`config.mk`:
```
export PLATFORM = sky130hd
export DESIGN_NAME = remote_command_frame_parser_flat
export DESIGN_NICKNAME = d
export VERILOG_FILES = /design/src/rcfp_pkg.sv /design/src/rcfp_rx_if.sv /design/src/rcfp_res_if.sv /design/src/rcfp_front.sv /design/src/rcfp_queue.sv /design/src/rcfp_back.sv /design/src/remote_command_frame_parser.sv /design/src/flat_wrapper.sv
export SDC_FILE = /design/constraint.sdc
export NUM_CORES = 1
export LEC_CHECK = 0
export ABC_CLOCK_PERIOD_IN_PS = 5700
export BUFFER_PORTS_ARGS = -buffer_cell sky130_fd_sc_hd__buf_2
export CAP_MARGIN = 20
export CORE_MARGIN = 2
export CORE_UTILIZATION = 59
export DETAILED_ROUTE_END_ITERATION = 10
export GPL_ROUTABILITY_DRIVEN = 0
export GPL_TIMING_DRIVEN = 0
export MAX_ROUTING_LAYER = met4
export PLACE_DENSITY = 0.91
export SLEW_MARGIN = 20
export SYNTH_ARGS = -nofsm -noshare
export SYNTH_HDL_FRONTEND = slang
export SYNTH_SLANG_ARGS = --single-unit
```
`constraint.sdc`:
```
create_clock -name clk -period 5.7 [get_ports clk]
set_clock_uncertainty 0.05 [all_clocks]
set_input_delay 0.855 -clock clk [delete_from_list [all_inputs] [get_ports clk]]
set_output_delay 0.855 -clock clk [all_outputs]
set_load 0.02 [all_outputs]
```
`src/rcfp_pkg.sv`:
```
package rcfp_pkg;

	// Frame layout
	localparam int unsigned FRAME_LENGTH = 17;
	localparam int unsigned GROUP_LEN    = 5;
	localparam int unsigned IDX_W        = 5;

	localparam logic [IDX_W-1:0] KP_FIRST   = IDX_W'(1);
	localparam logic [IDX_W-1:0] KP_LAST    = IDX_W'(GROUP_LEN);
	localparam logic [IDX_W-1:0] KI_FIRST   = IDX_W'(GROUP_LEN + 1);
	localparam logic [IDX_W-1:0] KI_LAST    = IDX_W'(2 * GROUP_LEN);
	localparam logic [IDX_W-1:0] KD_FIRST   = IDX_W'(2 * GROUP_LEN + 1);
	localparam logic [IDX_W-1:0] KD_LAST    = IDX_W'(3 * GROUP_LEN);
	localparam logic [IDX_W-1:0] LAST_INDEX = IDX_W'(FRAME_LENGTH - 1);

	// Field widths
	localparam int unsigned BYTE_W  = 8;
	localparam int unsigned VEL_W   = 16;
	localparam int unsigned TURN_W  = 8;
	localparam int unsigned GAIN_W  = 23;
	localparam int unsigned SPEED_W = 7;
	localparam int unsigned RATE_W  = 7;
	localparam int unsigned STEP_W  = 5;

	// Received byte codes
	localparam logic [BYTE_W-1:0] CH_TOGGLE  = 8'h39; // '9'
	localparam logic [BYTE_W-1:0] CH_HEADER  = 8'h41; // 'A'
	localparam logic [BYTE_W-1:0] CH_TRAILER = 8'h42; // 'B'
	localparam logic [BYTE_W-1:0] CH_REV     = 8'h31; // '1'
	localparam logic [BYTE_W-1:0] CH_LEFT    = 8'h32; // '2'
	localparam logic [BYTE_W-1:0] CH_STOP    = 8'h33; // '3'
	localparam logic [BYTE_W-1:0] CH_RIGHT   = 8'h34; // '4'
	localparam logic [BYTE_W-1:0] CH_FWD     = 8'h35; // '5'
	localparam logic [BYTE_W-1:0] CH_FASTER  = 8'h36; // '6'
	localparam logic [BYTE_W-1:0] CH_SLOWER  = 8'h37; // '7'
	localparam logic [BYTE_W-1:0] DIGIT_BASE = 8'd48;

	// Command queue
	localparam int unsigned QUEUE_DEPTH = 2;
	localparam int unsigned QPTR_W      = $clog2(QUEUE_DEPTH);
	localparam int unsigned QCNT_W      = $clog2(QUEUE_DEPTH + 1);

	// Configuration port
	localparam int unsigned ADDR_W = 4;
	localparam int unsigned DATA_W = 32;

	typedef enum logic [1:0] {
		REG_DRIVE_SPEED = 2'd0,
		REG_TURN_RATE   = 2'd1,
		REG_SPEED_STEP  = 2'd2
	} reg_idx_t;

	localparam logic [SPEED_W-1:0] DRIVE_SPEED_RST = 7'd30;
	localparam logic [RATE_W-1:0]  TURN_RATE_RST   = 7'd40;
	localparam logic [STEP_W-1:0]  SPEED_STEP_RST  = 5'd5;

	typedef enum logic [2:0] {
		OP_NONE   = 3'd0,
		OP_REV    = 3'd1,
		OP_LEFT   = 3'd2,
		OP_STOP   = 3'd3,
		OP_RIGHT  = 3'd4,
		OP_FWD    = 3'd5,
		OP_FASTER = 3'd6,
		OP_SLOWER = 3'd7
	} drive_op_t;

	// One classified item as it waits between front and back
	typedef struct packed {
		logic              tuning;
		drive_op_t         op;
		logic [BYTE_W-1:0] rx_byte;
	} cmd_t;

	typedef struct packed {
		logic [SPEED_W-1:0] drive_speed;
		logic [RATE_W-1:0]  turn_rate;
		logic [STEP_W-1:0]  speed_step;
	} cfg_t;

endpackage

```
`src/rcfp_rx_if.sv`:
```
interface rcfp_rx_if
	import rcfp_pkg::*;
();
	logic              valid;
	logic              ready;
	logic [BYTE_W-1:0] rx_byte;

	modport source (output valid, output rx_byte, input ready);
	modport sink (input valid, input rx_byte, output ready);
endinterface

```
`src/rcfp_res_if.sv`:
```
interface rcfp_res_if
	import rcfp_pkg::*;
();
	logic                     valid;
	logic                     ready;
	logic                     tuning_mode;
	logic signed [VEL_W-1:0]  velocity_out;
	logic signed [TURN_W-1:0] turn_out;
	logic signed [GAIN_W-1:0] kp_out;
	logic signed [GAIN_W-1:0] ki_out;
	logic signed [GAIN_W-1:0] kd_out;
	logic                     gains_updated;
	logic                     frame_error;

	modport source (output valid, output tuning_mode, output velocity_out,
		output turn_out, output kp_out, output ki_out, output kd_out,
		output gains_updated, output frame_error, input ready);
	modport sink (input valid, input tuning_mode, input velocity_out,
		input turn_out, input kp_out, input ki_out, input kd_out,
		input gains_updated, input frame_error, output ready);
endinterface

```
`src/rcfp_front.sv`:
```
module rcfp_front
	import rcfp_pkg::*;
(
	input  logic      clk,
	input  logic      arst_n,
	rcfp_rx_if.sink   rx,
	input  logic      q_full,
	output logic      push,
	output cmd_t      push_cmd
);

	logic mode_q;
	logic mode_next;

	assign rx.ready  = !q_full;
	assign push      = rx.valid && rx.ready;
	// '9' flips the mode first; the byte is then handled by the new mode
	assign mode_next = mode_q ^ (rx.rx_byte == CH_TOGGLE);

	// Classify the byte
	always_comb begin
		push_cmd.tuning  = mode_next;
		push_cmd.rx_byte = rx.rx_byte;
		push_cmd.op      = OP_NONE;
		if (!mode_next) begin
			case (rx.rx_byte)
				CH_REV:    push_cmd.op = OP_REV;
				CH_LEFT:   push_cmd.op = OP_LEFT;
				CH_STOP:   push_cmd.op = OP_STOP;
				CH_RIGHT:  push_cmd.op = OP_RIGHT;
				CH_FWD:    push_cmd.op = OP_FWD;
				CH_FASTER: push_cmd.op = OP_FASTER;
				CH_SLOWER: push_cmd.op = OP_SLOWER;
				default:   push_cmd.op = OP_NONE;
			endcase
		end
	end

	always_ff @(posedge clk or negedge arst_n) begin
		if (!arst_n) begin
			mode_q <= 1'b0;
		end else if (push) begin
			mode_q <= mode_next;
		end
	end

endmodule

```
`src/rcfp_queue.sv`:
```
module rcfp_queue
	import rcfp_pkg::*;
(
	input  logic clk,
	input  logic arst_n,
	input  logic push,
	input  cmd_t push_cmd,
	output logic full,
	input  logic pop,
	output cmd_t pop_cmd,
	output logic not_empty
);

	cmd_t              entry_q [QUEUE_DEPTH];
	logic [QPTR_W-1:0] wr_ptr_q;
	logic [QPTR_W-1:0] rd_ptr_q;
	logic [QCNT_W-1:0] count_q;

	assign full      = (count_q == QCNT_W'(QUEUE_DEPTH));
	assign not_empty = (count_q != '0);
	assign pop_cmd   = entry_q[rd_ptr_q];

	// Pointer wrap
	function automatic logic [QPTR_W-1:0] next_ptr(input logic [QPTR_W-1:0] p);
		next_ptr = (p == QPTR_W'(QUEUE_DEPTH - 1)) ? '0 : p + 1'b1;
	endfunction

	always_ff @(posedge clk) begin
		if (push) begin
			entry_q[wr_ptr_q] <= push_cmd;
		end
	end

	always_ff @(posedge clk or negedge arst_n) begin
		if (!arst_n) begin
			wr_ptr_q <= '0;
			rd_ptr_q <= '0;
			count_q  <= '0;
		end else begin
			if (push) begin
				wr_ptr_q <= next_ptr(wr_ptr_q);
			end
			if (pop) begin
				rd_ptr_q <= next_ptr(rd_ptr_q);
			end
			if (push && !pop) begin
				count_q <= count_q + 1'b1;
			end else if (pop && !push) begin
				count_q <= count_q - 1'b1;
			end
		end
	end

endmodule

```
`src/rcfp_back.sv`:
```
module rcfp_back
	import rcfp_pkg::*;
(
	input  logic       clk,
	input  logic       arst_n,
	input  cfg_t       cfg,
	input  logic       q_not_empty,
	input  cmd_t       q_cmd,
	output logic       pop,
	rcfp_res_if.source res
);

	logic                     valid_q;
	logic                     mode_out_q;
	logic                     updated_q;
	logic                     error_q;
	logic signed [VEL_W-1:0]  vel_q;
	logic signed [TURN_W-1:0] turn_q;
	logic signed [GAIN_W-1:0] gain_kp_q;
	logic signed [GAIN_W-1:0] gain_ki_q;
	logic signed [GAIN_W-1:0] gain_kd_q;
	logic                     frame_active_q;
	logic [IDX_W-1:0]         byte_idx_q;
	logic signed [GAIN_W-1:0] pend_kp_q;
	logic signed [GAIN_W-1:0] pend_ki_q;
	logic signed [GAIN_W-1:0] pend_kd_q;

	logic signed [GAIN_W-1:0] digit;
	logic signed [GAIN_W-1:0] acc_in;
	logic signed [GAIN_W-1:0] acc_out;
	logic [VEL_W:0]           vel_up;
	logic [VEL_W:0]           vel_dn;

	// State only moves on a pop, so the state registers are the result payload
	assign pop               = q_not_empty && (!valid_q || res.ready);
	assign res.valid         = valid_q;
	assign res.tuning_mode   = mode_out_q;
	assign res.velocity_out  = vel_q;
	assign res.turn_out      = turn_q;
	assign res.kp_out        = gain_kp_q;
	assign res.ki_out        = gain_ki_q;
	assign res.kd_out        = gain_kd_q;
	assign res.gains_updated = updated_q;
	assign res.frame_error   = error_q;

	function automatic logic [VEL_W-1:0] sat16(input logic [VEL_W:0] s);
		if (s[VEL_W] != s[VEL_W-1]) begin
			sat16 = s[VEL_W] ? {1'b1, {(VEL_W-1){1'b0}}} : {1'b0, {(VEL_W-1){1'b1}}};
		end else begin
			sat16 = s[VEL_W-1:0];
		end
	endfunction

	// Velocity steps, one bit of headroom for the saturate check
	assign vel_up = {vel_q[VEL_W-1], vel_q} + {{(VEL_W+1-STEP_W){1'b0}}, cfg.speed_step};
	assign vel_dn = {vel_q[VEL_W-1], vel_q} - {{(VEL_W+1-STEP_W){1'b0}}, cfg.speed_step};

	// Digit accumulate: pending * 10 + (byte - 48), digit not checked
	assign digit = $signed({{(GAIN_W-BYTE_W){1'b0}}, q_cmd.rx_byte})
		- $signed({{(GAIN_W-BYTE_W){1'b0}}, DIGIT_BASE});

	always_comb begin
		if (byte_idx_q inside {[KP_FIRST:KP_LAST]}) begin
			acc_in = pend_kp_q;
		end else if (byte_idx_q inside {[KI_FIRST:KI_LAST]}) begin
			acc_in = pend_ki_q;
		end else begin
			acc_in = pend_kd_q;
		end
		acc_out = (acc_in <<< 3) + (acc_in <<< 1) + digit;
	end

	always_ff @(posedge clk or negedge arst_n) begin
		if (!arst_n) begin
			valid_q        <= 1'b0;
			mode_out_q     <= 1'b0;
			updated_q      <= 1'b0;
			error_q        <= 1'b0;
			vel_q          <= '0;
			turn_q         <= '0;
			gain_kp_q      <= '0;
			gain_ki_q      <= '0;
			gain_kd_q      <= '0;
			frame_active_q <= 1'b0;
			byte_idx_q     <= '0;
			pend_kp_q      <= '0;
			pend_ki_q      <= '0;
			pend_kd_q      <= '0;
		end else if (pop) begin
			valid_q    <= 1'b1;
			mode_out_q <= q_cmd.tuning;
			updated_q  <= 1'b0;
			error_q    <= 1'b0;
			if (!q_cmd.tuning) begin
				// Drive commands
				case (q_cmd.op)
					OP_REV: begin
						vel_q  <= -$signed({{(VEL_W-SPEED_W){1'b0}}, cfg.drive_speed});
						turn_q <= '0;
					end
					OP_LEFT: begin
						vel_q  <= '0;
						turn_q <= -$signed({{(TURN_W-RATE_W){1'b0}}, cfg.turn_rate});
					end
					OP_STOP: begin
						vel_q  <= '0;
						turn_q <= '0;
					end
					OP_RIGHT: begin
						vel_q  <= '0;
						turn_q <= $signed({{(TURN_W-RATE_W){1'b0}}, cfg.turn_rate});
					end
					OP_FWD: begin
						vel_q  <= $signed({{(VEL_W-SPEED_W){1'b0}}, cfg.drive_speed});
						turn_q <= '0;
					end
					OP_FASTER: begin
						vel_q  <= $signed(sat16(vel_up));
						turn_q <= '0;
					end
					OP_SLOWER: begin
						vel_q  <= $signed(sat16(vel_dn));
						turn_q <= '0;
					end
					default: begin
					end
				endcase
			end else if (!frame_active_q) begin
				// Waiting for header
				if (q_cmd.rx_byte == CH_HEADER) begin
					frame_active_q <= 1'b1;
					byte_idx_q     <= KP_FIRST;
					pend_kp_q      <= '0;
					pend_ki_q      <= '0;
					pend_kd_q      <= '0;
				end
			end else if (byte_idx_q >= LAST_INDEX) begin
				// Trailer slot closes the frame; any other byte there flags an error
				if (q_cmd.rx_byte == CH_TRAILER) begin
					gain_kp_q <= -pend_kp_q;
					gain_ki_q <= -pend_ki_q;
					gain_kd_q <= -pend_kd_q;
					updated_q <= 1'b1;
				end else begin
					error_q <= 1'b1;
				end
				frame_active_q <= 1'b0;
				byte_idx_q     <= '0;
			end else begin
				// Digit bytes
				if (byte_idx_q inside {[KP_FIRST:KP_LAST]}) begin
					pend_kp_q <= acc_out;
				end else if (byte_idx_q inside {[KI_FIRST:KI_LAST]}) begin
					pend_ki_q <= acc_out;
				end else if (byte_idx_q inside {[KD_FIRST:KD_LAST]}) begin
					pend_kd_q <= acc_out;
				end
				byte_idx_q <= byte_idx_q + 1'b1;
			end
		end else if (res.ready) begin
			valid_q <= 1'b0;
		end
	end

endmodule

```
`src/remote_command_frame_parser.sv`:
```
// Remote command frame parser: one received byte in, one result out. A byte is
// accepted every clock cycle when the result side keeps up; the accepting edge
// writes the command queue, and its later pop updates the back end's state
// registers, which are the result. The front end tracks the drive/tuning mode
// and classifies each byte, a two-entry queue decouples it from the back end,
// and the back end updates velocity, turn and the gain frame state, holding its
// result until taken. Drive settings are written over the APB port at byte
// addresses 0, 4 and 8; the user must write them only while the block is idle,
// which the block itself does not enforce.
module remote_command_frame_parser
	import rcfp_pkg::*;
(
	input  logic              clk,
	input  logic              arst_n,
	rcfp_rx_if.sink           rx,
	rcfp_res_if.source        res,
	input  logic              psel,
	input  logic              penable,
	input  logic              pwrite,
	input  logic [ADDR_W-1:0] paddr,
	input  logic [DATA_W-1:0] pwdata,
	output logic [DATA_W-1:0] prdata,
	output logic              pready
);

	cfg_t cfg_q;
	logic q_full;
	logic q_push;
	cmd_t q_push_cmd;
	logic q_pop;
	cmd_t q_pop_cmd;
	logic q_not_empty;
	logic cfg_wr;

	assign pready = 1'b1;
	assign cfg_wr = psel && penable && pwrite && pready;

	// Configuration registers
	always_ff @(posedge clk or negedge arst_n) begin
		if (!arst_n) begin
			cfg_q.drive_speed <= DRIVE_SPEED_RST;
			cfg_q.turn_rate   <= TURN_RATE_RST;
			cfg_q.speed_step  <= SPEED_STEP_RST;
		end else if (cfg_wr) begin
			case (paddr[ADDR_W-1:2])
				REG_DRIVE_SPEED: cfg_q.drive_speed <= pwdata[SPEED_W-1:0];
				REG_TURN_RATE:   cfg_q.turn_rate   <= pwdata[RATE_W-1:0];
				REG_SPEED_STEP:  cfg_q.speed_step  <= pwdata[STEP_W-1:0];
				default: begin
				end
			endcase
		end
	end

	// Register readback
	always_comb begin
		case (paddr[ADDR_W-1:2])
			REG_DRIVE_SPEED: prdata = {{(DATA_W-SPEED_W){1'b0}}, cfg_q.drive_speed};
			REG_TURN_RATE:   prdata = {{(DATA_W-RATE_W){1'b0}}, cfg_q.turn_rate};
			REG_SPEED_STEP:  prdata = {{(DATA_W-STEP_W){1'b0}}, cfg_q.speed_step};
			default:         prdata = '0;
		endcase
	end

	rcfp_front u_front (
		.clk      (clk),
		.arst_n   (arst_n),
		.rx       (rx),
		.q_full   (q_full),
		.push     (q_push),
		.push_cmd (q_push_cmd)
	);

	rcfp_queue u_queue (
		.clk       (clk),
		.arst_n    (arst_n),
		.push      (q_push),
		.push_cmd  (q_push_cmd),
		.full      (q_full),
		.pop       (q_pop),
		.pop_cmd   (q_pop_cmd),
		.not_empty (q_not_empty)
	);

	rcfp_back u_back (
		.clk         (clk),
		.arst_n      (arst_n),
		.cfg         (cfg_q),
		.q_not_empty (q_not_empty),
		.q_cmd       (q_pop_cmd),
		.pop         (q_pop),
		.res         (res)
	);

endmodule

```
`src/flat_wrapper.sv`:
```
// flat-port wrapper written by rule: the top's interface ports become plain ports
module remote_command_frame_parser_flat import rcfp_pkg::*;
  (clk, arst_n, psel, penable, pwrite, paddr, pwdata, prdata, pready, rx_valid, rx_rx_byte, rx_ready, res_valid, res_tuning_mode, res_velocity_out, res_turn_out, res_kp_out, res_ki_out, res_kd_out, res_gains_updated, res_frame_error, res_ready);
  rcfp_rx_if rx_i ();
  rcfp_res_if res_i ();
  input  logic clk;
  input  logic arst_n;
  input  logic psel;
  input  logic penable;
  input  logic pwrite;
  input  logic [ADDR_W-1:0] paddr;
  input  logic [DATA_W-1:0] pwdata;
  output logic [DATA_W-1:0] prdata;
  output logic pready;
  input wire logic [$bits(rx_i.valid)-1:0] rx_valid;
  input wire logic [$bits(rx_i.rx_byte)-1:0] rx_rx_byte;
  output wire logic [$bits(rx_i.ready)-1:0] rx_ready;
  output wire logic [$bits(res_i.valid)-1:0] res_valid;
  output wire logic [$bits(res_i.tuning_mode)-1:0] res_tuning_mode;
  output wire logic [$bits(res_i.velocity_out)-1:0] res_velocity_out;
  output wire logic [$bits(res_i.turn_out)-1:0] res_turn_out;
  output wire logic [$bits(res_i.kp_out)-1:0] res_kp_out;
  output wire logic [$bits(res_i.ki_out)-1:0] res_ki_out;
  output wire logic [$bits(res_i.kd_out)-1:0] res_kd_out;
  output wire logic [$bits(res_i.gains_updated)-1:0] res_gains_updated;
  output wire logic [$bits(res_i.frame_error)-1:0] res_frame_error;
  input wire logic [$bits(res_i.ready)-1:0] res_ready;
  assign rx_i.valid = rx_valid;
  assign rx_i.rx_byte = rx_rx_byte;
  assign rx_ready = rx_i.ready;
  assign res_valid = res_i.valid;
  assign res_tuning_mode = res_i.tuning_mode;
  assign res_velocity_out = res_i.velocity_out;
  assign res_turn_out = res_i.turn_out;
  assign res_kp_out = res_i.kp_out;
  assign res_ki_out = res_i.ki_out;
  assign res_kd_out = res_i.kd_out;
  assign res_gains_updated = res_i.gains_updated;
  assign res_frame_error = res_i.frame_error;
  assign res_i.ready = res_ready;
  remote_command_frame_parser u_core (.clk(clk), .arst_n(arst_n), .rx(rx_i), .res(res_i), .psel(psel), .penable(penable), .pwrite(pwrite), .paddr(paddr), .pwdata(pwdata), .prdata(prdata), .pready(pready));
endmodule
```
======== Word-level counts from Yosys, hierarchy flattened ========
Memory sizes are Yosys's and may differ from the RTL's.
Index checks and enable logic that the tools add are counted.
word-level totals
  register bits after elaboration ......... 196
  memory bits (writable) .................. 24
  input port bits ......................... 51
  memories kept ........................... 1
cells by class
  add/subtract/negate cells ............... 15
  $lt $le $gt $ge ......................... 7
  equal/unequal tests ..................... 28
  muxes and demuxes ....................... 46
  bitwise gates (word level) .............. 2
  reductions and logical operators ........ 34
memories
  memory                  depth  bits a word  read ports  clocked after Yosys merged registers in  write ports  RTL line          RTL
  u_core.u_queue.entry_q  2      12           1           0                                        1            rcfp_queue.sv:14  cmd_t entry_q [QUEUE_DEPTH];
operator list
  kind                   count
  $mux W23               13
  $pmux W16 S5           1
  $neg A23 Y23           3
  $eq A8 B6 Y1 const B   8
  $mux W16               4
  $mux W22               2
  $pmux W8 S3            1
  $add A23 B23 Y23       1
  $add A23 B9 Y23        1
  $pmux W3 S7            1
  $pmux W7 S3            1
  $add A16 B6 Y17        1
  $mux W1                17
  $sub A16 B6 Y17        1
  $eq A8 B7 Y1 const B   2
  $neg A7 Y16            1
  $mux W5                3
  $eq A3 B3 Y1 const B   4
  $le A5 B4 Y1 const B   2
  $reduce_and A5 Y1      2
  $logic_and A1 B1 Y1    9
  $reduce_and A3 Y1      3
  $sub A8 B6 Y9 const B  1
  $neg A7 Y8             1
  other kinds (31)       49

======== Logic depth before layout (Yosys ltp) ========
  depth in word-level cells ............... 11
  gate-level depth with buffers ........... 20

======== Hierarchy ========
From an unflattened synthesis, not the netlist that was laid out.
second synthesis, totals
  cell total of the unflattened synthesis .. 1497
  area, all modules ....................... 13651.8 um^2
by module, submodules not included
  module                       instances  cells an instance  area each (um^2)  seq. area each (um^2)
  rcfp_back                    1          1329               11255.8           4304.1
  remote_command_frame_parser  1          93                 1121.1            485.5
  rcfp_queue                   1          53                 1089.8            820.8
  rcfp_front                   1          22                 185.2             25.0

======== Worst setup path before layout ========
Ideal clock, no wire load.
  path kind ............................... flip-flop to flip-flop
  start ................................... register u_core.u_queue.rd_ptr_q
  end ..................................... register u_core.u_back.pend_ki_q[16]
  library setup time ...................... 0.065 ns
  arrival ................................. 4.771 ns
  data required time ...................... 5.585 ns
  setup slack ............................. 0.814 ns
  cell stages (with the launch flop) ...... 17
  path buffers ............................ 2
  cell sequence ........................... dfrtp_1 -> buf_6 -> buf_4 -> mux2i_1 -> inv_1 -> ha_1 -> nor4b_1 -> nor2_1 -> fa_1 -> inv_1 -> ha_1 -> a21oi_1 -> o21ai_0 -> a221o_1 -> a2111o_1 -> o221ai_1 -> mux2_2
between the ends
  word-level cells in the longest chain between the ends .. 7
ends and longest elaborated chain
  element                   RTL line          RTL
  start: declaration        rcfp_queue.sv:16  logic [QPTR_W-1:0] rd_ptr_q;
  start signal: assignment  rcfp_queue.sv:44  rd_ptr_q <= next_ptr(rd_ptr_q);
  $mem_v2 Z2 W12 (*)        --
  $sub A8 B6 Y9             rcfp_back.sv:60   - $signed({{(GAIN_W-BYTE_W){1'b0}}, DIGIT_BASE});
  $add A23 B9 Y23           rcfp_back.sv:70   acc_out = (acc_in <<< 3) + (acc_in <<< 1) + digit;
  $mux W23                  rcfp_back.sv:153  end else if (byte_idx_q inside {[KI_FIRST:KI_LAST]}) begin
  $mux W23                  rcfp_back.sv:151  if (byte_idx_q inside {[KP_FIRST:KP_LAST]}) begin
  $mux W23                  rcfp_back.sv:137  end else if (byte_idx_q >= LAST_INDEX) begin
  $mux W23                  rcfp_back.sv:128  end else if (!frame_active_q) begin
  end signal: assignment    rcfp_back.sv:154  pend_ki_q <= acc_out;
  end: declaration          rcfp_back.sv:25   logic signed [GAIN_W-1:0] pend_ki_q;
Mark *: on every way between the ends. The rest lies on a longest branch, timed or not. The select of a mux whose other input is x is not followed.
A chain may end at the register's enable or synchronous reset.

======== Worst setup path in the final report ========
  start ................................... register u_core.u_back.byte_idx_q[1]
  end ..................................... register u_core.u_back.pend_ki_q[22]
between the ends
  word-level cells in the longest chain between the ends .. 10
ends and longest elaborated chain
  element                                       RTL line                           RTL
  start: declaration                            rcfp_back.sv:23                    logic [IDX_W-1:0] byte_idx_q;
  start signal: assignment                      rcfp_back.sv:158                   byte_idx_q <= byte_idx_q + 1'b1;
  $ge A5 B3 Y1 or $le A5 B4 Y1 (tied branches)  rcfp_back.sv:65, rcfp_back.sv:153
  $logic_and A1 B1 Y1                           rcfp_back.sv:65, rcfp_back.sv:153
  $mux W22                                      rcfp_back.sv:65                    end else if (byte_idx_q inside {[KI_FIRST:KI_LAST]}) begin
  $mux W22                                      rcfp_back.sv:63                    if (byte_idx_q inside {[KP_FIRST:KP_LAST]}) begin
  $add A23 B23 Y23                              rcfp_back.sv:70
  $add A23 B9 Y23                               rcfp_back.sv:70
  $mux W23                                      rcfp_back.sv:153
  $mux W23                                      rcfp_back.sv:151
  $mux W23                                      rcfp_back.sv:137
  $mux W23                                      rcfp_back.sv:128
Parallel ways exist; a longest one is shown, timed or not. The select of a mux whose other input is x is not followed.

==> reports/metrics.cfg <==
[grt]
grt_antenna_before_repair = 0
globalRouteOverflowTotal = 0
grt_pass1_vias = 12019
use_met3 = 0.0581
grt_pass1_wl_um = 61000
grt_max_degree = 86
grt-busiest-layer = met2
met1_usage = 0.399
use_met2 = 0.500
groute.usage.overall = 0.319

[setup_path]
rr_worst_depth = 20
arrival_ps = 5860
critPathMaxFanout = 10
rrSetupSlack_ps = 180
cp_top_family = compound AO/OA/AOI/OAI gates
worstSetupPathType = reg -> reg
cp.required_ps = 6040
reg2reg_to = u_core.u_back.pend_ki_q[22]
crit_path_end_kind = register
cpPeakStageDelay_ps = 580
r2r-start = u_core.u_back.byte_idx_q[1]
cp_num_buf_inv = 6
slowest_stage = fa_1
start_kind = register
path_cells = buf_6 > inv_1 > ha_1 > or4_4 > o211a_2 > clkbuf_1 > clkbuf_2 > a21oi_1 > a21oi_1 > fa_1 > inv_1 > ha_1 > clkbuf_1 > a21o_1 > a41oi_1 > nand3_1 > a31o_2 > a41oi_1 > xnor2_1 > o21ai_1

[clock_network]
cts_sinks = 220
clk_pin_slew_ps = 60
cts_tree = yes
cts_setup_buffers = 0
cts_root_buf = clkbuf_16
clock_latency_ps = 530
htree_num_levels = 1
numCtsBuffers = 24
cts.path.max_buffers = 3

[yosys]
syn_area_mm2 = 0.0138
yosysSeqAreaShare = 0.407
synthDistinctLibCells = 97
syn_area_per_cell_um2 = 9.32
synthFlopType = dfrtp_1
synthCells = 1484
ys_seq_elements = 220
synth-edff-count = 24
synthArstFlopShare = 0.891
yosys_warnings = 0

[detailed_routing]
wl_per_cell_um = 19.2
dr.pass1.iters = 6
drc = 0
wirelength_um = 38500
antenna_left = 0
viasPerCell = 6.23
vias = 12470
first_iter_violations = 1182

[timing]
finalCriticalPeriod_ps = 5520
relSlewSlack = 0.337
worst_slew_pin_slew_ps = 985
hold_viol = 0
layout_worst_path_cycle_share = 0.968
grt_setup_unrepaired = false
finalMaxSlewViolations = 0
max_freq_mhz = 181
hold_ws_ps = 161
finalSetupViolCount = 0

[cells_and_area]
antenna_cells = 0
syn_to_final_growth_pct = 15.0
fill_cells = 1629
fin_nets = 1782
drive_above_1_share = 0.196
final_cell_area_mm2 = 0.0159

[floorplan]
pin_count = 182
die_area_mm2 = 0.0247
rows = 56
core_mm2 = 0.0233
die_h_um = 157
initial_core_util = 0.595
die_w_um = 157

[placement]
post-dp-hpwl_um = 27700
io_buffer_count = 128
dpl-instance-area_mm2 = 0.0150

[min_path]
worst_hold_path_type = in -> async

[pwr]
powerDensity_mw_per_mm2 = 656
p_leak_nw = 7.51
peakVddDrop_uv = 448

[run]
maxCapViolCount = 0

[status]
outcome = completed

==> worst max path at each step <==
stage                                startpoint                     endpoint  slack [ps]  cells past startpoint
CTS                 u_core.u_back.byte_idx_q[1]   u_core.u_back.pend_ki_q[9]         250                     17
finish              u_core.u_back.byte_idx_q[1]  u_core.u_back.pend_ki_q[22]         180                     20
floorplan               u_core.u_queue.rd_ptr_q  u_core.u_back.pend_ki_q[16]         810                     16
global placement        u_core.u_queue.rd_ptr_q  u_core.u_back.pend_kp_q[14]         -40                     16
global route        u_core.u_back.byte_idx_q[1]  u_core.u_back.pend_kd_q[22]          30                     20
detailed placement  u_core.u_back.byte_idx_q[1]   u_core.u_back.pend_ki_q[9]         310                     17
==> stage by stage <==
step | utilization | total power (W) | std cells | setup TNS (ps) | worst slack, ps
after floorplan | - | 0.00690 | 1508 | 0 | 814
after global placement | 0.643 | 0.00811 | 1955 | -116 | -35.6
after detailed placement | 0.646 | 0.00842 | 1957 | 0 | 305
after CTS | 0.683 | 0.0102 | 2001 | 0 | 248
after global routing | 0.684 | 0.0111 | 2001 | 0 | 25.6
final | 0.684 | 0.0104 | 2001 | 0 | 181
==> worst register-to-register path, delay by kind of cell (launching register included) <==
family	cells	cell delay, ps
XOR/XNOR	1	330
flip-flops	1	360
adder cells (fa/ha/maj)	3	1060
AO/OA/AOI/OAI	8	1820
buffers and inverters	6	1100
AND/OR/NAND/NOR	2	670
==> routing by layer <==
| metal | wire (um) | share of wire |
|---|---|---|
| met5 | 0 | 0 |
| met4 | 2070 | 0.054 |
| met3 | 4110 | 0.11 |
| met2 | 17700 | 0.46 |
| met1 | 14600 | 0.38 |
==> cells by family after synthesis <==
| group | Yosys count | share of synthesized area |
|---|---|---|
| AND/OR/NAND/NOR | 471 | 0.166 |
| AO/OA/AOI/OAI | 379 | 0.176 |
| flip-flops | 220 | 0.407 |
| buffers and inverters | 176 | 0.0602 |
| XOR/XNOR | 98 | 0.0630 |
| multiplexers | 71 | 0.0556 |
| adder cells (fa/ha/maj) | 67 | 0.0714 |
| other | 2 | 0.000543 |
==> Yosys cell counts, types with 31 or more instances <==
library cell    n  area share
a21oi_1        70       0.025
buf_4          31       0.017
clkbuf_1       35      0.0095
dfrtp_1       188        0.34
ha_1           47       0.043
inv_1          82       0.022
mux2_2         47       0.038
nand2_1       202       0.055
nor2_1         97       0.026
nor3_1         33       0.012
o21ai_0       159       0.058
xnor2_1        45       0.028
xor2_1         52       0.033
==> cell type report <==
cell class,count,area [um2],share of cell area
repair buffers,130,706,0.0443
well taps,319,399,0.0251
plain buffers,92,522,0.0328
clock inverters,11,160,0.0101
multi-input cells,1112,7490,0.471
flip-flops and latches,220,5640,0.354
clock buffers,33,686,0.0431
inverters,84,315,0.0198
==> state kept, by name, summed over array words and instances (netlist names), 8 cells and up <==
| register | flops |
|---|---|
| u_core.u_queue.entry_q | 24 |
| u_core.u_back.res.kp_out | 23 |
| u_core.u_back.pend_kd_q | 23 |
| u_core.u_back.pend_kp_q | 23 |
| u_core.u_back.res.turn_out | 8 |
| u_core.u_back.res.ki_out | 23 |
| u_core.cfg_q | 19 |
| u_core.u_back.res.kd_out | 23 |
| u_core.u_back.pend_ki_q | 23 |
| u_core.u_back.res.velocity_out | 16 |
==> placed cells by master (no fill, tap or decap), types with 47 or more instances in the layout <==
master,n
ha_1,47
inv_1,82
buf_2,147
a21oi_1,70
mux2_2,47
dfrtp_1,188
nand2_1,202
o21ai_0,159
nor2_1,95
xor2_1,51
==> report_power, final <==
part	total, W	leakage (nW)	internal [W]	switching [W]
Clock	0.00167	0.414	0.00102	0.000644
Combinational	0.00633	4.28	0.00239	0.00394
Sequential	0.00245	2.81	0.00197	0.000476
Total	0.0104	7.51	0.00538	0.00506
==> repair_timing <==
item,4_1_cts,5_1_grt
hold buffers,0,0
setup endpoints to repair,0,10
resized for setup,0,5
(Power assumes the default switching activity.)
